[config.mk]
export PLATFORM = sky130hd
export DESIGN_NAME = modular_exponentiation_top
export DESIGN_NICKNAME = d
export VERILOG_FILES = /design/src/sv/modexp_pkg.sv /design/src/sv/modexp_cell.sv /design/src/sv/modexp_mulmod.sv /design/src/sv/modular_exponentiation_top.sv
export SDC_FILE = /design/constraint.sdc
export NUM_CORES = 1
export LEC_CHECK = 0
export BUFFER_PORTS_ARGS = -buffer_cell sky130_fd_sc_hd__buf_2
export CAP_MARGIN = 10
export CORE_MARGIN = 2
export CORE_UTILIZATION = 49
export DETAILED_ROUTE_END_ITERATION = 6
export PLACE_DENSITY = 0.69
export SYNTH_ARGS = -nofsm -noshare
export SYNTH_HDL_FRONTEND = slang
export SYNTH_SLANG_ARGS = --single-unit
export TNS_END_PERCENT = 5
[constraint.sdc]
create_clock -name clock -period 44.1 [get_ports clock]
set_input_delay 4.41 -clock clock [delete_from_list [all_inputs] [get_ports clock]]
set_output_delay 4.41 -clock clock [all_outputs]
set_load 0.02 [all_outputs]
[src/sv/modexp_pkg.sv]
// modexp_pkg: shared constants and types for the modular exponentiation block
// no dependencies
package modexp_pkg;
   localparam int OPERAND_BITS = 64;
   localparam int CNT_BITS = $clog2(OPERAND_BITS + 1);

   typedef logic [OPERAND_BITS-1:0] word_type;

   typedef enum logic [2:0] {
      ST_IDLE,
      ST_REDUCE,
      ST_MUL,
      ST_SQR,
      ST_NEXT,
      ST_DONE
   } state_type;
endpackage

[src/sv/modexp_cell.sv]
// modexp_cell: one bit cell of the modular double-and-add row
// no dependencies
module modexp_cell (
   input  logic acc_bit,
   input  logic add_bit,
   input  logic mod_bit,
   input  logic carry_in,
   input  logic borrow_in,
   output logic sum_bit,
   output logic carry_out,
   output logic diff_bit,
   output logic borrow_out
);
   assign sum_bit    = acc_bit ^ add_bit ^ carry_in;
   assign carry_out  = (acc_bit & add_bit) | (carry_in & (acc_bit ^ add_bit));
   assign diff_bit   = sum_bit ^ mod_bit ^ borrow_in;
   assign borrow_out = (~sum_bit & mod_bit) | (borrow_in & ~(sum_bit ^ mod_bit));
endmodule

[src/sv/modexp_mulmod.sv]
// modexp_mulmod: bit-serial (a*b) mod m, doubling per b bit, adding on set bits
// depends on modexp_pkg and modexp_cell
module modexp_mulmod (
   input  logic                clock,
   input  logic                reset,
   input  logic                start,
   input  modexp_pkg::word_type a,
   input  modexp_pkg::word_type b,
   input  modexp_pkg::word_type m,
   output modexp_pkg::word_type product,
   output logic                done
);
   localparam int N = modexp_pkg::OPERAND_BITS;

   modexp_pkg::word_type acc_ff, acc_in, addend;
   modexp_pkg::word_type bsh_ff, bsh_in;
   logic [modexp_pkg::CNT_BITS-1:0] cnt_ff, cnt_in;
   logic phase_ff, phase_in;
   logic busy_ff, busy_in;
   logic done_ff, done_in;

   logic [N:0] carry, borrow;
   modexp_pkg::word_type sum, diff;
   logic [N:0] sum_full;

   assign addend = phase_ff ? a : acc_ff;
   assign carry[0] = 1'b0;
   assign borrow[0] = 1'b0;

   for (genvar i = 0; i < N; i++) begin : g_row
      modexp_cell u_cell (
         .acc_bit(acc_ff[i]), .add_bit(addend[i]), .mod_bit(m[i]),
         .carry_in(carry[i]), .borrow_in(borrow[i]),
         .sum_bit(sum[i]), .carry_out(carry[i+1]),
         .diff_bit(diff[i]), .borrow_out(borrow[i+1])
      );
   end

   assign sum_full = {carry[N], sum};

   always_comb begin
      acc_in = acc_ff;
      bsh_in = bsh_ff;
      cnt_in = cnt_ff;
      phase_in = phase_ff;
      busy_in = busy_ff;
      done_in = 1'b0;
      if (start) begin
         acc_in = '0;
         bsh_in = b;
         cnt_in = '0;
         phase_in = 1'b0;
         busy_in = 1'b1;
      end else if (busy_ff) begin
         if (carry[N] | ~borrow[N]) acc_in = diff;
         else acc_in = sum_full[N-1:0];
         if (!phase_ff) begin
            if (!bsh_ff[N-1]) begin
               bsh_in = bsh_ff << 1;
               if (cnt_ff == modexp_pkg::CNT_BITS'(N - 1)) begin
                  busy_in = 1'b0;
                  done_in = 1'b1;
               end
               cnt_in = cnt_ff + 1'b1;
            end else begin
               phase_in = 1'b1;
            end
         end else begin
            phase_in = 1'b0;
            bsh_in = bsh_ff << 1;
            if (cnt_ff == modexp_pkg::CNT_BITS'(N - 1)) begin
               busy_in = 1'b0;
               done_in = 1'b1;
            end
            cnt_in = cnt_ff + 1'b1;
         end
      end
   end

   always_ff @(posedge clock) begin
      acc_ff <= acc_in;
      bsh_ff <= bsh_in;
      cnt_ff <= cnt_in;
      phase_ff <= phase_in;
      if (reset) begin
         busy_ff <= 1'b0;
         done_ff <= 1'b0;
      end else begin
         busy_ff <= busy_in;
         done_ff <= done_in;
      end
   end

   assign product = acc_ff;
   assign done = done_ff;
endmodule

[src/sv/modular_exponentiation_top.sv]
// modular_exponentiation_top: right-to-left square-and-multiply exponentiation
// depends on modexp_pkg and modexp_mulmod
//
// usage: drive req_base, req_exponent, req_modulus and pulse start while busy is
// low; the request is taken at that edge and busy rises on the next cycle.
// rsp_valid is high for exactly one cycle with rsp_power_result and
// rsp_zero_modulus; the receiver cannot stall; rsp_valid drops after that cycle.
// a zero exponent or zero modulus goes straight to the done state and is answered
// through the valid register. otherwise the base is first reduced (one modular
// product of 1 by the base), then for each exponent bit up to the highest set bit
// there is a square and, on set bits, a multiply, with a pass through the next-bit
// state between bits. each modular product runs on the one shared bit-serial row
// of cells: a doubling step for each of the 64 multiplier bits, an adding step per
// set bit, then a hand-over through its registered done. one request at a time.
// reset: synchronous, clears the control state; no request is in flight after it.
module modular_exponentiation_top (
   input  logic                clock,
   input  logic                reset,
   input  logic                start,
   output logic                busy,
   input  logic [63:0]         req_base,
   input  logic [63:0]         req_exponent,
   input  logic [63:0]         req_modulus,
   output logic                rsp_valid,
   output logic [63:0]         rsp_power_result,
   output logic                rsp_zero_modulus
);
   localparam int N = modexp_pkg::OPERAND_BITS;

   modexp_pkg::state_type state_ff, state_in;
   modexp_pkg::word_type base_ff, base_in, exp_ff, exp_in, mod_ff, r_ff, r_in;
   logic [63:0] res_ff, res_in;
   logic zm_ff, zm_in, valid_ff, valid_in;
   logic mm_start, mm_done;
   modexp_pkg::word_type mm_a, mm_b, mm_p;

   always_comb begin
      state_in = state_ff;
      case (state_ff)
         modexp_pkg::ST_IDLE:
            if (start) begin
               if (req_exponent[N-1:0] == '0 || req_modulus[N-1:0] == '0)
                  state_in = modexp_pkg::ST_DONE;
               else state_in = modexp_pkg::ST_REDUCE;
            end
         modexp_pkg::ST_REDUCE:
            if (mm_done) state_in = exp_ff[0] ? modexp_pkg::ST_MUL : modexp_pkg::ST_SQR;
         modexp_pkg::ST_MUL:
            if (mm_done) state_in = modexp_pkg::ST_SQR;
         modexp_pkg::ST_SQR:
            if (mm_done) state_in = modexp_pkg::ST_NEXT;
         modexp_pkg::ST_NEXT:
            if (exp_ff == '0) state_in = modexp_pkg::ST_DONE;
            else state_in = exp_ff[0] ? modexp_pkg::ST_MUL : modexp_pkg::ST_SQR;
         modexp_pkg::ST_DONE: state_in = modexp_pkg::ST_IDLE;
         default: state_in = modexp_pkg::ST_IDLE;
      endcase
   end

   always_comb begin
      base_in = base_ff;
      exp_in = exp_ff;
      r_in = r_ff;
      res_in = res_ff;
      zm_in = zm_ff;
      valid_in = 1'b0;
      mm_start = 1'b0;
      mm_a = base_ff;
      mm_b = base_ff;
      case (state_ff)
         modexp_pkg::ST_IDLE: begin
            if (start) begin
               base_in = req_base[N-1:0];
               exp_in = req_exponent[N-1:0];
               zm_in = 1'b0;
               if (req_exponent[N-1:0] == '0) res_in = 64'd1;
               else if (req_modulus[N-1:0] == '0) begin
                  res_in = '0;
                  zm_in = 1'b1;
               end else begin
                  mm_start = 1'b1;
                  mm_a = modexp_pkg::word_type'(1);
                  mm_b = req_base[N-1:0];
               end
            end
         end
         modexp_pkg::ST_REDUCE: begin
            mm_a = modexp_pkg::word_type'(1);
            if (mm_done) begin
               base_in = mm_p;
               r_in = modexp_pkg::word_type'(1);
               mm_start = 1'b1;
               mm_a = exp_ff[0] ? modexp_pkg::word_type'(1) : mm_p;
               mm_b = mm_p;
            end
         end
         modexp_pkg::ST_MUL: begin
            mm_a = r_ff;
            if (mm_done) begin
               r_in = mm_p;
               mm_start = 1'b1;
               mm_a = base_ff;
            end
         end
         modexp_pkg::ST_SQR: begin
            if (mm_done) begin
               base_in = mm_p;
               exp_in = exp_ff >> 1;
            end
         end
         modexp_pkg::ST_NEXT: begin
            if (exp_ff != '0) begin
               mm_start = 1'b1;
               mm_a = exp_ff[0] ? r_ff : base_ff;
            end else begin
               res_in = 64'(r_ff);
            end
         end
         modexp_pkg::ST_DONE: valid_in = 1'b1;
         default: valid_in = 1'b0;
      endcase
   end

   modexp_mulmod u_mulmod (
      .clock(clock), .reset(reset), .start(mm_start),
      .a(mm_a), .b(mm_b), .m(mod_ff), .product(mm_p), .done(mm_done)
   );

   always_ff @(posedge clock) begin
      base_ff <= base_in;
      exp_ff <= exp_in;
      r_ff <= r_in;
      res_ff <= res_in;
      zm_ff <= zm_in;
      if (state_ff == modexp_pkg::ST_IDLE && start) mod_ff <= req_modulus[N-1:0];
      if (reset) begin
         state_ff <= modexp_pkg::ST_IDLE;
         valid_ff <= 1'b0;
      end else begin
         state_ff <= state_in;
         valid_ff <= valid_in;
      end
   end

   assign busy = (state_ff != modexp_pkg::ST_IDLE);
   assign rsp_valid = valid_ff;
   assign rsp_power_result = res_ff;
   assign rsp_zero_modulus = zm_ff;
endmodule
# Word level (Yosys, flattened, before mapping)
# Index checks and enable logic that the tools add are counted.
# op_classes
bitwise_logic	764
mux	61
reduce_logical	24
addsub	1
n_eq_ne	14
# ops
operator	count
$mux 64	27
$pmux 64 s2	5
$pmux 64 s4	1
$and 1x1->1	254
$xor 1x1->1	254
$logic_not 64->1	3
$not 1->1	129
$or 1x1->1	127
$reduce_bool 64->1	1
$mux 1	18
$mux 3	6
$pmux 3 s5	1
$mux 7	2
$reduce_bool 2->1	5
$reduce_and 2->1	4
$reduce_and 4->1	2
$add 7x1->7 const B	1
$eq 7x6->1 const B	1
$eq 3x2->1 const B	2
$eq 3x3->1 const B	2
$ne 2x1->1 const B	3
$ne 2x2->1 const B	3
$ne 3x3->1 const B	2
$reduce_and 3->1	2
other kinds (8)	9
# totals
out_inout_bits	67
regBits	463
wordCells	879

# Logic depth before layout (Yosys ltp)
# Gate-level depths: netlist of the first run.
# depth
depth_word	139
depth_mapped	83
ltp_nobuf	79

# Modules after synthesis
# Synthesis of the first run repeated with hierarchy kept, for this count alone.
# hier_totals
hier_cells	2551
hier_area_um2	28091.9
# modules_own_cells
module	cells_per_inst	area_per_inst_um2	instances	seq_area_each_um2
modular_exponentiation_top	1616	18353.9	1	9719.3
modexp_mulmod	628	6503.7	1	3403.3
modexp_cell (u_mulmod.g_row[0].u_cell ...)	5	51.3	51	0.0
modexp_cell (u_mulmod.g_row[56].u_cell ...)	4	47.5	13	0.0

# Worst setup path after synthesis of the first run
# Ideal clock, no wire load.
# synth_path
kind	input to register
from	in req_exponent[62]
to	reg u_mulmod.acc_ff[27], in the netlist u_mulmod.product[27]
required_ns	43.972
stages	82
t_arrival_ns	34.174
setup_time_ns	0.128
setup_slack_ns	9.799
cell_sequence	nor4_1 -> nand4_1 -> nor4_1 -> nor3_1 -> buf_2 -> o311ai_0 -> o21ai_0 -> ha_1 -> inv_1 -> fa_1 -> fa_1 -> fa_1 -> fa_1 -> fa_1 -> fa_1 -> fa_1 -> fa_1 -> fa_1 -> [46 not listed] -> fa_1 -> fa_1 -> fa_1 -> fa_1 -> fa_1 -> fa_1 -> inv_1 -> fa_1 -> inv_1 -> fa_1 -> fa_1 -> nor2b_1 -> clkbuf_1 -> buf_1 -> buf_1 -> mux2i_1 -> mux2i_1 -> nor2_1
# synth_between
elab_chain_len	138
elab_cells_between_ends	709
# synth_rtl
element	line_no	text
from (decl)	modular_exponentiation_top.sv:22	input logic [63:0] req_exponent,
$logic_not 64->1 *	modular_exponentiation_top.sv:76	if (req_exponent[N-1:0] == '0) res_in = 64'd1;
$mux 64	modular_exponentiation_top.sv:76	
$mux 64	modular_exponentiation_top.sv:72	if (start) begin
$pmux 64 s4	modular_exponentiation_top.sv:70	case (state_ff)
$mux 64	modexp_mulmod.sv:26	assign addend = phase_ff ? a : acc_ff;
$xor 1x1->1 / $and 1x1->1 (equally long branches) (2 in a row)	modexp_cell.sv:14, modexp_cell.sv:15	
$xor 1x1->1 / $or 1x1->1 (equally long branches)	modexp_cell.sv:17, modexp_cell.sv:15	
$not 1->1 (tied with other cells)	modexp_cell.sv:17	assign borrow_out = (~sum_bit & mod_bit) | (borrow_in & ~(sum_bit ^ mod_bit));
[121 not listed]	--	
$or 1x1->1 (tied with other cells)	modexp_cell.sv:17	
$and 1x1->1 / $xor 1x1->1 (equally long branches)	modexp_cell.sv:17	
$or 1x1->1 / $not 1->1 (equally long branches)	modexp_cell.sv:17	
$and 1x1->1	modexp_cell.sv:17	
$or 1x1->1	modexp_cell.sv:17	
$not 1->1	modexp_mulmod.sv:55	if (carry[N] | ~borrow[N]) acc_in = diff;
$or 1x1->1	modexp_mulmod.sv:55	
$mux 64	modexp_mulmod.sv:55	
to (signal assigned)	modexp_mulmod.sv:81	acc_ff <= acc_in;
to (decl)	modexp_mulmod.sv:15	modexp_pkg::word_type acc_ff, acc_in, addend;
# Every way passes the cells marked *; elsewhere a longest branch is shown, timed or not.
# A chain may end at the register's enable or synchronous reset.

# Worst setup path in the final report of the first run
# layout_path
from	in req_modulus[43]
to	reg u_mulmod.acc_ff[11], in the netlist u_mulmod.product[11]
# layout_between
elab_chain_len	139
elab_cells_between_ends	711
# layout_rtl
element	line_no	text
from (decl)	modular_exponentiation_top.sv:23	input logic [63:0] req_modulus,
$logic_not 64->1 *	modular_exponentiation_top.sv:77	else if (req_modulus[N-1:0] == '0) begin
$mux 64	modular_exponentiation_top.sv:77	
$mux 64	modular_exponentiation_top.sv:76	
$mux 64	modular_exponentiation_top.sv:72	
$pmux 64 s4	modular_exponentiation_top.sv:70	
$mux 64	modexp_mulmod.sv:26	
$xor 1x1->1 / $and 1x1->1 (equally long branches) (2 in a row)	modexp_cell.sv:14, modexp_cell.sv:15	
$xor 1x1->1 / $or 1x1->1 (equally long branches)	modexp_cell.sv:17, modexp_cell.sv:15	
[122 not listed]	--	
$or 1x1->1 (tied with other cells)	modexp_cell.sv:17	
$and 1x1->1 / $xor 1x1->1 (equally long branches)	modexp_cell.sv:17	
$or 1x1->1 / $not 1->1 (equally long branches)	modexp_cell.sv:17	
$and 1x1->1	modexp_cell.sv:17	
$or 1x1->1	modexp_cell.sv:17	
$not 1->1	modexp_mulmod.sv:55	
$or 1x1->1	modexp_mulmod.sv:55	
$mux 64	modexp_mulmod.sv:55	
# Marks and branches as above.

==> results.txt, run 1 <==
* Number of antenna violations at the first check in global routing: 3
- For this run, the slowest stage of the critical path takes about 0.9 ns.
* Top flip-flop cell by instance count after synthesis: sky130_fd_sc_hd__edfxtp_1
- # rows: 84
- For the worst-skew pair, the clock arrives at the later sink with an insertion delay of around 0.60 ns.
- The die covers ~55000 µm².
- PD cells: roughly 53 nW/µm²
- Area of the core: roughly 52000 µm²
* Pins Over Slew Limit: 0
- The HPWL after detailed placement is between 40 and 50 mm.
* Total global routing overflow: 0
- H-tree depth reported by CTS: 2
- Sequential share of the synthesized area: between 50% and 60%
* Total via count in the routed design: about 19000
* Remaining max-slew budget at the tightest pin: 25.99%
* Total wirelength of the detailed-routed design: roughly 73 mm
* Number of cells on the worst reg-to-reg path: 80
* Path category of the worst min-delay check: flop to flop
- In this run the critical register-to-register path is launched from state_ff[0].
- Total power: 1574 µW
- Count of pins on the block boundary: about 260
* Antenna viol nets, final: 0
- FMAX: 27.57 MHz
- Final GP Congestion: slightly below 0.9
- Leaving out fill and tap cells, the most frequent cell in the layout is sky130_fd_sc_hd__edfxtp_1.
- Leakage Power: about 0.010 µW
* Number of input and output port buffers inserted: 261
- STA classifies the critical path startpoint as an input pin.
* Fraction of layout cells with a size suffix above 1: 19.51%
* Syn_nets: approximately 2500
- Number of post-CTS setup repair buffers: 0
- In the final routed layout, each cell accounts on average for approximately 24 µm.
- Global-route wire length before repair: ~110 mm
* Simple logic cell fraction of the synthesized area: just over 10%
* Data required time of the worst path: roughly 45 ns
- After layout, the minimum clock period comes to 36.27 ns.
* Clock root buffer master: sky130_fd_sc_hd__clkbuf_16
* Post-CTS sizing: 0
- Leading cell types in the layout, fill and taps excluded: sky130_fd_sc_hd__edfxtp_1, sky130_fd_sc_hd__buf_2, sky130_fd_sc_hd__mux2i_1
- Setup repair after global routing left no endpoint under its margin.
* CTS clock-pin slew for the worst setup and hold paths: ~0.060 ns
- Vert. Die Dim: about 230 µm
- Dividing the synthesized area by the synthesized cell count gives ~12 µm².
* Initial drt markers: 1934
- The critical path is of the input pin to flop type.
* Area growth from synthesis to layout: 13.93%
- Max-capacitance violation count: 0
- Total negative setup slack: 0 ns
- Synthesized flop and latch total: about 460
* Worst slack on hold paths: about 0.49 ns
- Pin slew with the least headroom to its limit: 1.110 ns
- STA classifies the critical path endpoint as a flop.
- Number of setup violations in the final report: 0
- The finished cells cover a little under 30000 µm².
- The net count of the finished layout is around 2700.
- Final routed DRC violation total: 0
- Drt first pass iters: 7
- Summing the areas of all compound-gate instances in the mapped netlist gives 13.05% of the synthesized area.
- DP Area: ~28000 µm²
- The hold violation count in the final report is 0.
- Clock tree synthesis inserted a total of around 50 buffers.
* Placement-stage worst setup slack: slightly above 7 ns
- Number of cells on the worst hold path: 2
- Netlist area before placement: 25980 µm²
- Worst hold path startpoint: u_mulmod.cnt_ff[1]
- The slowest stage of the critical path is the sky130_fd_sc_hd__nor4_1 cell.
- The worst path uses 82.24% of the clock period.
- Arrival time at the worst endpoint: between 30 and 40 ns
- The synthesized netlist contains 48 unique library cells.
- Sink count of the clock tree: between 400 and 500
- Post-synthesis adder-cell area fraction: 9.853%
- Vias in the first global route: a little under 20000
* Starting density of the core: between 40% and 50%
* Run status: finished clean
* Number of warnings issued by yosys: 0
- Slack of the critical path: 7.831 ns
- Entering global routing, the biggest net connects about 70 pins.
- The clock arrives with about 0.017 ns of skew.
- Crit Path Max Fanout: between 40 and 50
- All-layer global routing usage: a little over a quarter
* Share of the synthesized netlist area taken by xor and xnor gates: less than 1%
* Horizontal die dimension: around 230 µm
* CTS tree: done
- Of all flip-flops after synthesis, the portion carrying an async set or reset was 0%.
* Number of hold buffers added after cts: 0
- The critical path starts at req_modulus[43].
* Clock buffer depth: 3
- The most numerous cell type found on the critical path is sky130_fd_sc_hd__fa_1.
- After synthesis, the largest family of logic cells by area is compound AO/OA/AOI/OAI gates.
- After filler insertion, the fill cell instance count of the layout stands at between 4000 and 5000.
* Cell count after synthesis: 2149
- Dividing the detail-routed via count by the number of cells gives around 6.2.
* Proportion of synthesized area in mux cells: around 12%
* Number of flops mapped to enable cells by yosys: between 300 and 400
* Maximum vdd ir drop: ~0.035 mV
==> registers in the layout, summed over array words and instances, names as in the netlist, 7 cells and up <==
name / count
u_mulmod.cnt_ff: 7
u_mulmod.bsh_ff: 64
mod_ff: 64
exp_ff: 64
base_ff: 64
r_ff: 64
u_mulmod.product: 64
rsp_power_result: 64
==> kinds of logic (layout without fill, tap and decap cells) <==
kind of cell | count (synthesis) | count (layout)
AND/OR/NAND/NOR | 577 | 577
multiplexers | 315 | 315
adder cells (fa/ha/maj) | 129 | 129
AO/OA/AOI/OAI | 414 | 414
other | 0 | 1
flip-flops | 463 | 463
buffers and inverters | 244 | 468
XOR/XNOR | 7 | 7
==> worst max-delay path: cells and delay by family <==
kind,cells,cell delay (ns)
mux,2,0.39
simple gates,5,2.93
buf+inv,4,1.05
compound gates,3,0.52
fa+ha+maj,64,27.38
==> Yosys cell counts (2+ instances only) <==
cell / instances / area, µm²
sky130_fd_sc_hd__edfxtp_1: 385 / 11560
sky130_fd_sc_hd__mux2i_1: 251 / 2512
sky130_fd_sc_hd__nor2_1: 208 / 780.8
sky130_fd_sc_hd__nand2_1: 146 / 548.0
sky130_fd_sc_hd__clkbuf_1: 126 / 473.0
sky130_fd_sc_hd__fa_1: 126 / 2522
sky130_fd_sc_hd__a221o_1: 125 / 1251
sky130_fd_sc_hd__dfxtp_1: 78 / 1562
sky130_fd_sc_hd__inv_1: 74 / 277.8
sky130_fd_sc_hd__o21ai_0: 74 / 370.4
sky130_fd_sc_hd__a22o_1: 67 / 586.8
sky130_fd_sc_hd__nor3_1: 67 / 335.3
sky130_fd_sc_hd__and2_1: 66 / 412.9
sky130_fd_sc_hd__mux2_2: 64 / 720.7
sky130_fd_sc_hd__a221oi_1: 63 / 551.8
sky130_fd_sc_hd__a22oi_1: 61 / 457.9
sky130_fd_sc_hd__nor4_1: 54 / 337.8
sky130_fd_sc_hd__buf_1: 19 / 71.32
sky130_fd_sc_hd__buf_2: 19 / 95.09
sky130_fd_sc_hd__nand4_1: 14 / 87.58
sky130_fd_sc_hd__a21oi_1: 6 / 30.03
sky130_fd_sc_hd__a31oi_1: 4 / 25.02
sky130_fd_sc_hd__buf_4: 4 / 30.03
sky130_fd_sc_hd__nor2b_1: 4 / 25.02
sky130_fd_sc_hd__o211ai_1: 4 / 30.03
sky130_fd_sc_hd__or3_1: 4 / 25.02
sky130_fd_sc_hd__xor2_1: 4 / 35.03
sky130_fd_sc_hd__and3_1: 3 / 18.77
sky130_fd_sc_hd__ha_1: 3 / 37.54
sky130_fd_sc_hd__xnor2_1: 3 / 26.28
sky130_fd_sc_hd__nand2b_1: 2 / 12.51
sky130_fd_sc_hd__nand3_1: 2 / 10.01
sky130_fd_sc_hd__nor3b_1: 2 / 15.01
sky130_fd_sc_hd__o21ai_1: 2 / 10.01
sky130_fd_sc_hd__or4_1: 2 / 15.01
==> worst paths after layout <==
path	end	slack [ns]
max	u_mulmod.product[11]	7.83
min	u_mulmod.cnt_ff[1]	0.49
max reg2reg	u_mulmod.product[11]	11.18
min reg2reg	u_mulmod.cnt_ff[1]	0.49
==> report_power, final <==
part | internal (µW) | switching [µW]
logic | 247 | 295
registers | 532 | 66.3
clock network | 256 | 178
total | 1040 | 539
==> metrics by stage <==
stage	instances	util, %
global placement	2965	53.20
detailed placement	2965	53.20
global route	3062	56.44
finish	3062	56.44
floorplan	2149	-
CTS	3060	56.42
==> metal layers <==
| layer | GRT usage (%) | vias to the layer above | part of all wire [%] |
|---|---|---|---|
| met5 | 0 | - | 0.026 |
| met4 | 11.73 | 2 | 4.2 |
| met3 | 5.168 | 170 | 7.9 |
| met2 | 42.61 | 910 | 47 |
| met1 | 35.05 | 9492 | 41 |
| li1 | - | 8541 | - |
==> cell type report <==
cell class              count  area (µm²)  share of cell area, %
flip-flops and latches    463       13130                  44.36
multi-input cells        1442       12050                  40.72
repair buffers            298        1588                  5.364
clock buffers              77        1488                  5.026
well taps                 688       860.8                  2.908
inverters                  75       282.8                 0.9553
clock inverters            18       196.4                 0.6636
diodes                      1       2.502               0.008454
No activity file was read; power rests on OpenSTA's default activity.
==> run 2, diff against run 1 <==
--- a/config.mk
+++ b/config.mk
@@ -5,12 +5,13 @@
 export SDC_FILE = /design/constraint.sdc
 export NUM_CORES = 1
 export LEC_CHECK = 0
+export ABC_AREA = 1
 export BUFFER_PORTS_ARGS = -buffer_cell sky130_fd_sc_hd__buf_2
 export CAP_MARGIN = 10
 export CORE_MARGIN = 2
 export CORE_UTILIZATION = 49
 export DETAILED_ROUTE_END_ITERATION = 6
-export PLACE_DENSITY = 0.69
+export PLACE_DENSITY = 0.71
 export SYNTH_ARGS = -nofsm -noshare
 export SYNTH_HDL_FRONTEND = slang
 export SYNTH_SLANG_ARGS = --single-unit
==> constraint.sdc (replaced) <==
create_clock -name clock -period 32 [get_ports clock]
set_input_delay 3.2 -clock clock [delete_from_list [all_inputs] [get_ports clock]]
set_output_delay 3.2 -clock clock [all_outputs]
set_load 0.02 [all_outputs]
==> run 2 against run 1 <==
Effect of this change: worst hold slack got worse by 0.023 ns; utilization grew 1.1 points; synthesized cell count is 56% higher; synthesized area up 7.6%; routed wire length grew 16%; die area up 7.4%; total power grew 66%; critical path depth up 11; clock-buffer cell count fell by 18; highest routed layer unchanged; first-iteration DRC count increased by 32%; largest power group is now combinational cells; global-route usage increased by 1.8 points; cell count grew 44%.
==> results.txt, run 2 <==
* Leading cell types in the layout, fill and taps excluded: sky130_fd_sc_hd__nand2_1, sky130_fd_sc_hd__nor2_1, sky130_fd_sc_hd__edfxtp_1
- Crit Path Max Fanout: 14
* Netlist area before placement: roughly 28000 µm²
* Number of flops mapped to enable cells by yosys: just under 400
- Before antenna repair, the detailed router went through 6 iterations.
* PD cells: approximately 80 nW/µm²
* Top cells by area, synth: sky130_fd_sc_hd__edfxtp_1, sky130_fd_sc_hd__nand2_1, sky130_fd_sc_hd__fa_1
* Total wirelength of the detailed-routed design: around 85 mm
- The synthesized netlist devotes a little under an eighth of its cell area to compound gates.
* Path category of the worst min-delay check: flop to flop
* Worst skew pair latency: ~0.62 ns
* Final worst-path cycle share: between 90% and 100%
- The Yosys step of the flow raised 0 warnings.
- Summed over all cells, the static leakage comes to 0.01329 µW.
- In this run the number of cells on the critical path is a little under 90.
- Synthesized flop and latch total: roughly 460
* Total global routing overflow: 0
- The cell family contributing the most delay on the critical path is adder cells.
- Critical path origin: req_modulus[33]
- The count of nets left with antenna violations once routing finished came out at 0.
* Total negative setup slack: 0 ns
* Max-capacitance violation count: 0
- Vias in the first global route: around 24000
- The largest single stage delay on the critical path is between 0.5 and 0.6 ns.
- H-tree depth reported by CTS: 2
- Number of input and output port buffers inserted: 261
* Run status: finished clean
- Data arrives at the worst endpoint at approximately 32 ns.
- Setup violations remaining at the end of the flow were counted as 0.
- Of the post-synthesis cell area, the dominant cell type holds between 40% and 50%.
- Dividing the detail-routed via count by the number of cells gives roughly 5.6.
* Detail-routed net length per standard cell: approximately 19 µm
- Ys async rst share: 0%
- Pin count of the biggest net entering global routing: between 90 and 100
- At the end of routability-driven placement, the weighted congestion stood at approximately 0.87.
* Final-stage net count: between 3000 and 4000
- Initial drt markers: 2547
- Sum of net half-perimeters after detailed placement: about 53 mm
- The netlist uses 37 different library cells.
* Die footprint: just under 60000 µm²
- In this run the vertical extent of the chip is 242.8 µm.
- Average instance area after synthesis: ~8.4 µm²
- In the synthesized netlist, mux cells make up 0% of the area.
* Horizontal die dimension: around 240 µm
- Sequential elements use ~47% of the synthesized area.
- Inserted Clock Buffers: 51
- Cell type with the largest total area after synthesis: sky130_fd_sc_hd__edfxtp_1
- All-layer global routing usage: 28.29%
- Counting instances, the worst hold path has a depth of 2.
- The synthesized netlist devotes between 9 and 10% of its cell area to adder and majority cells.
- After floorplanning, the core was divided into 87 placement rows.
- Timing would allow up to 32.21 MHz.
- After synthesis, the largest family of logic cells by area is simple AND/OR/NAND/NOR gates.
- Global-route wire length before repair: 131.6 mm
- The final route contains 24720 vias.
- Share of the synthesized netlist area taken by xor and xnor gates: less than 1%
* Clock buffer depth: 3
* Pin slew with the least headroom to its limit: approximately 1.2 ns
- Fraction of layout cells with a size suffix above 1: between 10% and 20%
* Top cells by instance count after synthesis: sky130_fd_sc_hd__nand2_1, sky130_fd_sc_hd__nor2_1, sky130_fd_sc_hd__edfxtp_1
* Final routed DRC violation total: 0
- Post-route insts no fill: roughly 4400
- Cell count after synthesis: ~3300
* Unrepaired setup endpoints after global routing: no
- The worst setup path is captured at a flop.
* Crit Reg-Reg Startpoint: u_mulmod.done
- Area of the core: between 50000 and 60000 µm²
- TritonCTS built the clock tree.
* Total buffers and inverters traversed by the critical path: 10
* Most frequent cell on the critical path: sky130_fd_sc_hd__fa_1
- Type of origin of the critical path: input pin
* Pins Over Slew Limit: 0
- Clock root buffer master: sky130_fd_sc_hd__clkbuf_16
* Top-count cell post-synth: sky130_fd_sc_hd__nand2_1
* Worst reg2reg setup slack: 2.99 ns
- Sink count of the clock tree: 463
- For this configuration, the core starts out at a cell density of between 40% and 50%.
- Critical path class: input pin to flop
- The library cell used most frequently in the layout, excluding fill and tap cells, is sky130_fd_sc_hd__nand2_1.
* Placed Cells incl. Taps: around 4300
* CTS clock-pin slew for the worst setup and hold paths: 0.06 ns
- The worst pin sits at a relative slew slack of approximately 20%.
* Area growth from synthesis to layout: 16.19%
* Syn_nets: about 3700
- Data on the critical path is required at its endpoint by ~32 ns.
* Total power: 2612 µW
* Maximum vdd ir drop: slightly above 0.07 mV
* Simple logic cell fraction of the synthesized area: approximately 25%
- Among all flip-flop cells after synthesis, the most frequent one is sky130_fd_sc_hd__edfxtp_1.
* Worst clock skew: about 0.026 ns
- Endpoint of the most critical setup path: u_mulmod.product[6]
- Number of antenna violations at the first check in global routing: 9
- Final Hold Violating Endpoints: 0
- Count of pins on the block boundary: approximately 260
- Final critical delay including setup and external delays: between 30 and 40 ns
- Slowest cell on the critical path: sky130_fd_sc_hd__fa_1
* RR Endpoint: u_mulmod.product[6]
* Number of cells on the worst reg-to-reg path: 82
run 2: routing by layer:
metal  global-route usage, %  vias up  part of all wire (%)
met4                   12.85        6                   4.4
met2                   44.53     1274                    45
met5                       0        -                 0.043
li1                        -    11744                     -
met1                   37.92    11466                    40
met3                   5.650      230                    11
run 2: cell families after synthesis:
logic type      count (synthesis)
compound gates                622
xor+xnor                        2
fa+ha+maj                     129
buf+inv                       487
flops                         463
simple gates                 1644
run 2: power breakdown:
part | leakage [µW] | total [µW] | switching, µW | internal (µW)
clock | 0.000840 | 613 | 256 | 357
sequential | 0.00405 | 831 | 63.0 | 768
combinational | 0.00839 | 1170 | 689 | 479
total | 0.0133 | 2610 | 1010 | 1600
run 2: how the worst min path moves through the flow:
| stage | startpoint | slack (ns) | endpoint |
|---|---|---|---|
| finish | u_mulmod.cnt_ff[6] | 0.46 | u_mulmod.cnt_ff[6] |
| global placement | u_mulmod.cnt_ff[6] | 0.45 | u_mulmod.cnt_ff[6] |
| CTS | u_mulmod.cnt_ff[6] | 0.46 | u_mulmod.cnt_ff[6] |
| global route | u_mulmod.cnt_ff[6] | 0.48 | u_mulmod.cnt_ff[6] |
| floorplan | u_mulmod.cnt_ff[6] | 0.44 | u_mulmod.cnt_ff[6] |
| detailed placement | u_mulmod.cnt_ff[6] | 0.45 | u_mulmod.cnt_ff[6] |
run 2: timing repair:
item,CTS,global route
hold buffers,0,0
resized for setup,38,30
pin swaps,1,2
endpoints found under the setup margin,64,64
setup buffers,1,0
cloned,1,0
run 2: layout make-up:
| type | instances | area [µm²] |
|---|---|---|
| Antenna cell | 7 | 17.52 |
| Multi-Input combinational cell | 2397 | 13060 |
| Fill cell | 5089 | 23910 |
| Inverter | 261 | 982.2 |
| Sequential cell | 463 | 13130 |
| Tap cell | 756 | 945.9 |
| Timing Repair Buffer | 427 | 2628 |
| Clock inverter | 36 | 357.8 |
| Clock buffer | 59 | 1348 |
run 2: worst reg2reg max path: cells and delay by family (launching register included):
| kind | cells | cell delay [ns] |
|---|---|---|
| and+or+nand+nor | 8 | 0.79 |
| AOI/OAI and AO/OA | 2 | 0.22 |
| buffers and inverters | 7 | 1.08 |
| adders and majority gates | 65 | 25.84 |
| DFF | 1 | 0.92 |
run 2: per-stage QoR:
stage	util (%)	setup slack [ns]	hold slack, ns	instance area [µm²]
2_1_floorplan	-	0.02799	0.4435	27990
5_1_grt	57.57	0.02358	0.4787	32460
3_5_place_dp	54.16	-1.728	0.4536	30540
3_3_place_gp	54.16	-1.681	0.4539	30540
4_1_cts	57.42	0.002277	0.4634	32380
6_report	57.59	0.9571	0.4630	32470
